`config.mk`:
```
export PLATFORM = sky130hd
export DESIGN_NAME = process_record_sorter
export DESIGN_NICKNAME = d
export VERILOG_FILES = /design/src/rtl/prs_pkg.sv /design/src/rtl/prs_cell.sv /design/src/rtl/process_record_sorter.sv
export SDC_FILE = /design/constraint.sdc
export NUM_CORES = 2
export LEC_CHECK = 0
export BUFFER_PORTS_ARGS = -buffer_cell sky130_fd_sc_hd__buf_2
export CORE_MARGIN = 3
export CORE_UTILIZATION = 50
export CTS_BUF_LIST = sky130_fd_sc_hd__clkbuf_8
export DETAILED_ROUTE_END_ITERATION = 16
export PLACE_DENSITY = 0.75
export RECOVER_POWER = 50
export SYNTH_ARGS = -nofsm -noshare
export SYNTH_HDL_FRONTEND = slang
export SYNTH_SLANG_ARGS = --single-unit
```
`constraint.sdc`:
```
create_clock -name clk -period 6.4 [get_ports clk]
set_clock_uncertainty 0.1 [all_clocks]
set_input_delay 1.28 -clock clk [delete_from_list [all_inputs] [get_ports clk]]
set_output_delay 1.28 -clock clk [all_outputs]
set_load 0.02 [all_outputs]
```
`src/rtl/prs_pkg.sv`:
```
package prs_pkg;

  localparam int PRS_MAX_RECORDS = 16;
  localparam int PRS_ID_W        = 16;
  localparam int PRS_ARR_W       = 16;
  localparam int PRS_PRIO_W      = 8;

  typedef struct packed {
    logic [PRS_ID_W-1:0]   proc_id;
    logic [PRS_ARR_W-1:0]  arrival;
    logic [PRS_PRIO_W-1:0] prio;
  } prs_rec_t;

  typedef enum logic {
    PRS_MODE_ARRIVAL  = 1'b0,
    PRS_MODE_PRIORITY = 1'b1
  } prs_mode_t;

  typedef enum logic [1:0] {
    PRS_LOAD,
    PRS_SORT,
    PRS_EMIT
  } prs_state_t;

  // Control broadcast along the cell chain.
  typedef struct packed {
    logic      sort_en;
    logic      phase;
    logic      shift;
    prs_mode_t mode;
  } prs_ctl_t;

  // True when record x must be ordered after record y.
  function automatic logic prs_goes_after(prs_rec_t x, prs_rec_t y, prs_mode_t mode);
    logic res;
    if (mode == PRS_MODE_PRIORITY && x.prio != y.prio) begin
      res = (x.prio < y.prio);
    end else begin
      res = (x.arrival > y.arrival);
    end
    return res;
  endfunction

endpackage

```
`src/rtl/prs_cell.sv`:
```
module prs_cell
  import prs_pkg::*;
(
  input  logic     clk,
  input  prs_ctl_t ctl,
  input  logic     load_en,
  input  prs_rec_t load_rec,
  input  logic     pair_ok,
  input  logic     left_swap,
  input  prs_rec_t left_rec,
  input  prs_rec_t right_rec,
  output logic     swap_out,
  output prs_rec_t rec
);

  prs_rec_t rec_r;
  prs_rec_t rec_nxt;

  // Compare-exchange with the right neighbor; pairs are disjoint per phase.
  assign swap_out = ctl.sort_en && pair_ok && prs_goes_after(rec_r, right_rec, ctl.mode);

  always_comb begin
    priority if (load_en) begin
      rec_nxt = load_rec;
    end else if (ctl.shift || swap_out) begin
      rec_nxt = right_rec;
    end else if (left_swap) begin
      rec_nxt = left_rec;
    end else begin
      rec_nxt = rec_r;
    end
  end

  always_ff @(posedge clk) begin
    rec_r <= rec_nxt;
  end

  assign rec = rec_r;

endmodule

```
`src/rtl/process_record_sorter.sv`:
```
// Channel  | Direction | Ports                                    | Handshake
// ---------+-----------+------------------------------------------+------------------------
// input    | in        | in_proc_id, in_arrival_time,             | start high, busy low
//          |           | in_priority_level, in_last_record        |
// result   | out       | out_proc_id, out_arrival, out_priority,  | out_valid strobe,
//          |           | out_last, out_overflow_flag              | one cycle each
// config   | in        | cfg_sort_mode                            | cfg_valid and cfg_ready
//
// Records load one per cycle, while busy is low, into a chain of MAX_RECORDS cells,
// in input order. A request marked last starts an odd-even transposition sort; each
// round compare-exchanges the neighbor pairs of one parity, alternating between even
// and odd pairs. Then the chain shifts toward cell 0, one result per cycle. Busy
// stays high through sorting and emitting.
// Reset (rst_n, synchronous, active low) empties the chain and clears the mode.
// The receiver cannot stall; results leave through a registered output stage.
module process_record_sorter
  import prs_pkg::*;
#(
  parameter int MAX_RECORDS = PRS_MAX_RECORDS
) (
  input  logic                  clk,
  input  logic                  rst_n,
  input  logic                  start,
  output logic                  busy,
  input  logic [PRS_ID_W-1:0]   in_proc_id,
  input  logic [PRS_ARR_W-1:0]  in_arrival_time,
  input  logic [PRS_PRIO_W-1:0] in_priority_level,
  input  logic                  in_last_record,
  output logic                  out_valid,
  output logic [PRS_ID_W-1:0]   out_proc_id,
  output logic [PRS_ARR_W-1:0]  out_arrival,
  output logic [PRS_PRIO_W-1:0] out_priority,
  output logic                  out_last,
  output logic                  out_overflow_flag,
  input  logic                  cfg_valid,
  output logic                  cfg_ready,
  input  logic                  cfg_sort_mode
);

  localparam int CNT_W = $clog2(MAX_RECORDS + 1);
  localparam logic [CNT_W-1:0] CNT_MAX = CNT_W'(MAX_RECORDS);
  localparam logic [CNT_W-1:0] CNT_ONE = CNT_W'(1);

  prs_state_t       state_r, state_nxt;
  logic [CNT_W-1:0] count_r, count_nxt;
  logic [CNT_W-1:0] round_r, round_nxt;
  logic             dropped_r, dropped_nxt;
  prs_mode_t        cfg_mode_r, cfg_mode_nxt;
  prs_mode_t        run_mode_r, run_mode_nxt;

  logic             out_valid_r;
  prs_rec_t         out_rec_r;
  logic             out_last_r;
  logic             out_ovf_r;

  logic             accept;
  prs_ctl_t         ctl;
  prs_rec_t         in_rec;
  prs_rec_t         cell_rec  [MAX_RECORDS];
  logic             cell_swap [MAX_RECORDS];

  assign accept    = start && !busy;
  assign cfg_ready = 1'b1;
  assign in_rec    = '{proc_id: in_proc_id, arrival: in_arrival_time, prio: in_priority_level};

  // Mode register: sampled into the run mode when the last request arrives.
  assign cfg_mode_nxt = (cfg_valid && cfg_ready) ? prs_mode_t'(cfg_sort_mode) : cfg_mode_r;
  assign run_mode_nxt = (accept && in_last_record) ? cfg_mode_r : run_mode_r;

  // Next state.
  always_comb begin
    state_nxt = state_r;
    unique case (state_r)
      PRS_LOAD: if (accept && in_last_record) state_nxt = PRS_SORT;
      PRS_SORT: if (round_r == count_r - CNT_ONE) state_nxt = PRS_EMIT;
      PRS_EMIT: if (count_r == CNT_ONE) state_nxt = PRS_LOAD;
      default:  state_nxt = PRS_LOAD;
    endcase
  end

  // Control outputs to the chain.
  always_comb begin
    busy        = (state_r != PRS_LOAD);
    ctl.sort_en = (state_r == PRS_SORT);
    ctl.phase   = round_r[0];
    ctl.shift   = (state_r == PRS_EMIT);
    ctl.mode    = run_mode_r;
  end

  // Counters: count is the fill level, then the records left to emit.
  always_comb begin
    count_nxt   = count_r;
    round_nxt   = round_r;
    dropped_nxt = dropped_r;
    unique case (state_r)
      PRS_LOAD: begin
        round_nxt = '0;
        if (accept) begin
          if (count_r < CNT_MAX) begin
            count_nxt = count_r + CNT_ONE;
          end else begin
            dropped_nxt = 1'b1;
          end
        end
      end
      PRS_SORT: begin
        round_nxt = round_r + CNT_ONE;
      end
      PRS_EMIT: begin
        count_nxt = count_r - CNT_ONE;
        if (count_r == CNT_ONE) dropped_nxt = 1'b0;
      end
      default: begin
        count_nxt = '0;
      end
    endcase
  end

  always_ff @(posedge clk) begin
    if (!rst_n) begin
      state_r    <= PRS_LOAD;
      count_r    <= '0;
      round_r    <= '0;
      dropped_r  <= 1'b0;
      cfg_mode_r <= PRS_MODE_ARRIVAL;
      run_mode_r <= PRS_MODE_ARRIVAL;
      out_valid_r <= 1'b0;
    end else begin
      state_r    <= state_nxt;
      count_r    <= count_nxt;
      round_r    <= round_nxt;
      dropped_r  <= dropped_nxt;
      cfg_mode_r <= cfg_mode_nxt;
      run_mode_r <= run_mode_nxt;
      out_valid_r <= ctl.shift;
    end
  end

  // Output stage: capture the head of the chain as it shifts out.
  always_ff @(posedge clk) begin
    out_rec_r  <= cell_rec[0];
    out_last_r <= (count_r == CNT_ONE);
    out_ovf_r  <= dropped_r;
  end

  // Cell chain. Each cell trades with its right neighbor on its parity phase,
  // only when both cells hold a stored record.
  for (genvar i = 0; i < MAX_RECORDS; i++) begin : g_cell
    localparam logic PAR = 1'(i % 2);
    prs_rec_t left_rec;
    prs_rec_t right_rec;
    logic     left_swap;
    logic     pair_ok;
    logic     load_en;

    if (i == 0) begin : g_head
      assign left_rec  = cell_rec[i];
      assign left_swap = 1'b0;
    end else begin : g_body
      assign left_rec  = cell_rec[i-1];
      assign left_swap = cell_swap[i-1];
    end

    if (i == MAX_RECORDS - 1) begin : g_tail
      assign right_rec = cell_rec[i];
      assign pair_ok   = 1'b0;
    end else begin : g_mid
      assign right_rec = cell_rec[i+1];
      assign pair_ok   = (ctl.phase == PAR) && (count_r > CNT_W'(i + 1));
    end

    assign load_en = accept && (count_r == CNT_W'(i));

    prs_cell u_cell (
      .clk       (clk),
      .ctl       (ctl),
      .load_en   (load_en),
      .load_rec  (in_rec),
      .pair_ok   (pair_ok),
      .left_swap (left_swap),
      .left_rec  (left_rec),
      .right_rec (right_rec),
      .swap_out  (cell_swap[i]),
      .rec       (cell_rec[i])
    );
  end

  assign out_valid         = out_valid_r;
  assign out_proc_id       = out_rec_r.proc_id;
  assign out_arrival       = out_rec_r.arrival;
  assign out_priority      = out_rec_r.prio;
  assign out_last          = out_last_r;
  assign out_overflow_flag = out_ovf_r;

  // Fill level never passes the chain length.
  a_count_bound: assert property (@(posedge clk) disable iff (!rst_n)
    count_r <= CNT_MAX)
    else $error("record count beyond chain length");

  // A result only follows an emit cycle.
  a_valid_from_emit: assert property (@(posedge clk) disable iff (!rst_n)
    out_valid |-> $past(state_r == PRS_EMIT))
    else $error("result strobe without emit cycle");

  // The final result of a run frees the block with an empty chain.
  a_last_frees: assert property (@(posedge clk) disable iff (!rst_n)
    out_valid && out_last |-> !busy && count_r == '0 && !dropped_r)
    else $error("block not free after final result");

  // Sorting and emitting always have records to work on.
  a_busy_nonempty: assert property (@(posedge clk) disable iff (!rst_n)
    busy |-> count_r != '0)
    else $error("busy with empty chain");

endmodule
```
# Word-level counts from Yosys, hierarchy flattened
# Index checks and enable logic that the tools add are counted.
# W data, S select, Z words.
# word_totals
in_bits,46
wordCells,344
out_inout_bits,45
register_bits,698
# op_classes
eq_ne,40
n_bitwise,2
n_reduce_logical,119
magnitude_cmp,46
n_mux,74
addsub,3
# op_table
op,count
$mux W40,47
$gt A16 B16 Y1,15
$lt A8 B8 Y1,15
$ne A8 B8 Y1,15
$logic_and A1 B1 Y1,78
$reduce_bool A3 Y1,14
$eq A5 B4 Y1 const B,8
$gt A5 B4 Y1 const B,8
$eq A5 B3 Y1 const B,4
$gt A5 B3 Y1 const B,4
$mux W1,18
$logic_or A1 B1 Y1,15
$pmux W5 S3,1
$ne A2 B2 Y1 const B,7
$add A5 B1 Y5 const B,2
$eq A5 B2 Y1 const B,2
$gt A5 B2 Y1 const B,2
$mux W5,2
$pmux W5 S2,1
$reduce_bool A2 Y1,5
$mux W2,3
$pmux W2 S3,1
$reduce_and A3 Y1,2
$eq A5 B1 Y1 const B,1
13 further kinds,14

# Longest topological paths before layout
# depth
word_depth,7
mapped_depth,12
mapped_depth_nobuf,9

# Cells and area by module
# From an unflattened synthesis, not the netlist that was laid out.
# hier_totals
hier_cells,5485
area_unflattened_um2,50604.8
# by_module_without_submodules
module,area_per_inst_um2,cells_each,n_inst,seq_area_each_um2
prs_cell (g_cell[0].u_cell ...),2986.6,323,14,1201.2
prs_cell (g_cell[8].u_cell ...),3333.2,372,2,1201.2
process_record_sorter,2125.8,219,1,1161.1

# Least setup slack after synthesis
# Ideal clock, no wire load.
# synth_timing
path_kind,register to register
start,register g_cell[2].u_cell.rec_r (netlist bit g_cell[2].u_cell.rec[23])
end,register g_cell[3].u_cell.rec_r (netlist bit g_cell[3].u_cell.rec[0]) (enable)
setup_time_ns,0.493
path_buffers,0
arrival_time_ns,4.458
path_stages_with_launch,8
required_ns,5.807
slack_ns,1.349
synth_period_minus_slack_ns,5.051
path_cell_list,edfxtp_1 ha_1 nand4_1 nor4_1 a21boi_0 o311ai_0 o21a_1 o21ai_0
# synth_between
elab_chain_len,4
# synth_lines
item,line,text
start: declaration,prs_cell.sv:16,prs_rec_t rec_r;
start signal: assignment,prs_cell.sv:35,rec_r <= rec_nxt;
$gt A16 B16 Y1,prs_pkg.sv:39,res = (x.arrival > y.arrival);
$mux W1,prs_pkg.sv:36,if (mode == PRS_MODE_PRIORITY && x.prio != y.prio) begin
$logic_and A1 B1 Y1,prs_cell.sv:20,"assign swap_out = ctl.sort_en && pair_ok && prs_goes_after(rec_r, right_rec, ctl.mode);"
$reduce_bool A3 Y1 (no line),-,
end signal: assignment,prs_cell.sv:35,
end: declaration,prs_cell.sv:16,
# Every way passes these cells.
# A chain may end at the register's enable or synchronous reset.

# Worst setup path in the final report
# layout_timing
start,register count_r[0]
end,register g_cell[15].u_cell.rec_r (netlist bit g_cell[15].u_cell.rec[13]) (enable)
# layout_between
elab_chain_len,6
word_cells_on_any_way,9
cone_classes,order compare: 1; eq/ne: 2; reduce/logical: 6
# layout_lines
item,line,text
start: declaration,process_record_sorter.sv:45,"logic [CNT_W-1:0] count_r, count_nxt;"
start signal: assignment,process_record_sorter.sv:130,count_r <= count_nxt;
$gt A5 B4 Y1,process_record_sorter.sv:169,assign pair_ok = (ctl.phase == PAR) && (count_r > CNT_W'(i + 1));
$logic_and A1 B1 Y1,process_record_sorter.sv:169,
$logic_and A1 B1 Y1 (2 in a row),prs_cell.sv:20,
$reduce_bool A2 Y1 (no line),-,
$reduce_and A2 Y1 (no line) *,-,
end signal: assignment,prs_cell.sv:35,
end: declaration,prs_cell.sv:16,
# Mark *: on every way between the ends. The rest lies on a longest branch, timed or not.

==> impl_metrics.env <==
export IMPL_firstDrtPassIters=6
export IMPL_drt_total_wl_mm=112
export IMPL_initial_core_util=0.506
export IMPL_grt_antenna_before_repair=6
export IMPL_path_clk_slew_ns=0.06
export IMPL_area_growth_pct=7.35
export IMPL_worst_pin_slew_ns=2.90
export IMPL_die_area_mm2=0.0900
export IMPL_crit_path_end="g_cell[15].u_cell.rec[13]"
export IMPL_finalNonFillerCells=5483
export IMPL_timing_final_crit_period_ns=5.20
export IMPL_grt_ovfl_total=0
export IMPL_finalNetCount=4653
export IMPL_synth_edff_count=640
export IMPL_setup_viol=0
export IMPL_status="finished, violations left"
export IMPL_final_cell_mix="edfxtp_1, a21oi_1, nand2_1, nor2_1, inv_1"
export IMPL_post_synth_cell_area_avg_um2=10.1
export IMPL_cts_tree="done"
export IMPL_synth_cell_type_count=69
export IMPL_numCtsBuffers=116
export IMPL_n_fill_cell=7501
export IMPL_cts_setup_buffers=0
export IMPL_worst_slack_ns=1.20
export IMPL_core_area_mm2=0.0854
export IMPL_grt_setup_unrepaired="no"
export IMPL_reg2reg_depth=7
export IMPL_grt_pass1_wl_mm=178
export IMPL_wl_per_cell_um=20.5
export IMPL_worstSetupEndpointType="register"
export IMPL_worstPathRequired_ns=6.57
export IMPL_vias_per_cell=5.87
export IMPL_min_path_type="reg2reg"
export IMPL_start_kind="register"
export IMPL_leakagePower_nw=16.9
export IMPL_syn_cell_area_mm2=0.0432
export IMPL_synth_nets=4672
export IMPL_drc=0
export IMPL_critPathKind="reg2reg"
export IMPL_drive_gt1_frac=0.0775
export IMPL_finalMaxSlewViolations=691
export IMPL_grt_pass1_vias=32558
export IMPL_clock_latency_ns=0.74
export IMPL_synth_ff_type="edfxtp_1"
export IMPL_ir_drop_mv=0.193
export IMPL_rrSetupSlack_ns=1.20
export IMPL_cts_resized=0
export IMPL_synth_top_area_share=0.445
export IMPL_r2r_end="g_cell[15].u_cell.rec[13]"
export IMPL_num_vias=32179
export IMPL_crit_start="count_r[0]"
export IMPL_yosysTopAreaCell="edfxtp_1"
export IMPL_clock_path_buffers=3
export IMPL_async_reset_ff_frac=0
export IMPL_die_x_um=300
export IMPL_holdBufCountCts=0
export IMPL_timing_fmax_mhz=192
export IMPL_cp_arrival_ns=5.37
export IMPL_clock_sinks=698
export IMPL_crit_fanout=65
export IMPL_seq_area_frac_synth=0.472
export IMPL_hold_viol_final=0
export IMPL_fp_row_count=107
export IMPL_post_place_ws_ns=2.20
export IMPL_h_tree_depth=3
export IMPL_failed_checks="max-capacitance violations, max-slew violations"
export IMPL_io_pins=91
export IMPL_gp_congestion=0.884
export IMPL_final_common_cell="edfxtp_1"
export IMPL_worstReg2RegStart="count_r[0]"
export IMPL_grt_max_degree=82
export IMPL_io_buffers=89
export IMPL_ys_ff_latch=698
export IMPL_dieHeight_um=300
export IMPL_fin_crit_sh=0.813
export IMPL_grt_usage=0.247
export IMPL_synth_area_leaders="edfxtp_1, ha_1, mux2i_1"
export IMPL_dp_hpwl_mm=80.2
export IMPL_root_buffer="clkbuf_8"
export IMPL_cap_violations=13
export IMPL_syn_inst=4260
export IMPL_powerDensity_mw_per_mm2=208
export IMPL_drt_iter0_markers=2739
export IMPL_yosysWarnings=0
export IMPL_antenna_left=0
export IMPL_slew_headroom=-0.935
export IMPL_place_inst=5267
export IMPL_fin_tns_setup_ns=0
-- final cells by class --
class | instances | area (um^2) | area share
Antenna cell | 4 | 10.0 | 0.000216
Clock buffer | 132 | 1820 | 0.0392
Clock inverter | 80 | 548 | 0.0118
Inverter | 368 | 1380 | 0.0298
Multi-Input combinational cell | 2924 | 20100 | 0.434
Sequential cell | 698 | 20400 | 0.439
Tap cell | 1144 | 1430 | 0.0309
Timing Repair Buffer | 133 | 679 | 0.0146
-- synthesized netlist by cell type, drive strengths merged, types with 5 or more instances --
cell type and n:
nand2b 8, nor3 12, and3 6, a21oi 509, ha 366, nand4 69, a21o 32, dfxtp 58
nor2 431, nor3b 5, o21a 18, nand3 24, o211ai 35, clkbuf 173, or3 16, buf 97
nand2 493, nor2b 39, inv 368, and2 12, a31oi 6, nor4 13, mux2 56, and4 10
o311ai 200, a21boi 11, a211oi 14, mux2i 369, o21ai 109, xor2 8, edfxtp 640
-- report_power, final --
part           total [mW]  switching, mW  internal, mW
registers            5.10         0.0634          5.04
clock network        4.07           1.87          2.20
logic               0.492          0.333         0.158
total                9.67           2.27          7.40
-- metrics by stage --
step / hold slack [ns] / area [um^2] / utilization / power (mW)
finish: 0.272 / 46400 / 0.543 / 9.67
global route: 0.295 / 46400 / 0.543 / 9.99
CTS: 0.273 / 46500 / 0.544 / 9.74
detailed placement: 0.261 / 44100 / 0.517 / 5.69
global placement: 0.262 / 44100 / 0.517 / 5.68
floorplan: 0.231 / 43200 / - / 5.49
-- registers in the layout (all words and copies together) (netlist names) --
signal	count
out_arrival	16
out_overflow_flag	1
g_cell.u_cell.rec	640
dropped_r	1
out_priority	8
state_r	2
out_proc_id	16
round_r	5
out_last	1
count_r	5
run_mode_r	1
out_valid	1
cfg_mode_r	1
-- routing by layer --
layer / vias up / GRT usage / share of wire
met1: 15230 / 0.308 / 0.40
met3: 282 / 0.0306 / 0.057
met4: 2 / 0.0954 / 0.034
met2: 1172 / 0.437 / 0.51
li1: 15493 / - / -
met5: - / 0 / 0.000089
-- worst max-delay path: stages, from the launching register on --
cell and delay (ns):
dfxtp_1 0.69, ha_1 0.50, and3_1 0.22, ha_1 0.17
and3_2 0.21, buf_4 0.60, nand2b_2 0.24, clkbuf_1 1.95
-- cell families after synthesis --
logic type      share of synthesized area
other cells                     0.0000868
fa+ha+maj                           0.106
xor+xnor                          0.00243
simple gates                        0.114
compound gates                      0.139
flops                               0.472
mux                                 0.100
buf+inv                            0.0666
-- worst min-delay path by stage --
stage                             startpoint                end  slack [ns]  depth (start not counted)
floorplan                          dropped_r  out_overflow_flag        0.23                          0
global placement    g_cell[0].u_cell.rec[28]     out_proc_id[4]        0.26                          0
detailed placement  g_cell[0].u_cell.rec[36]    out_proc_id[12]        0.26                          0
CTS                 g_cell[0].u_cell.rec[28]     out_proc_id[4]        0.27                          0
global route        g_cell[0].u_cell.rec[28]     out_proc_id[4]        0.29                          0
finish              g_cell[0].u_cell.rec[28]     out_proc_id[4]        0.27                          0
Power figures use the tool's default switching activity.
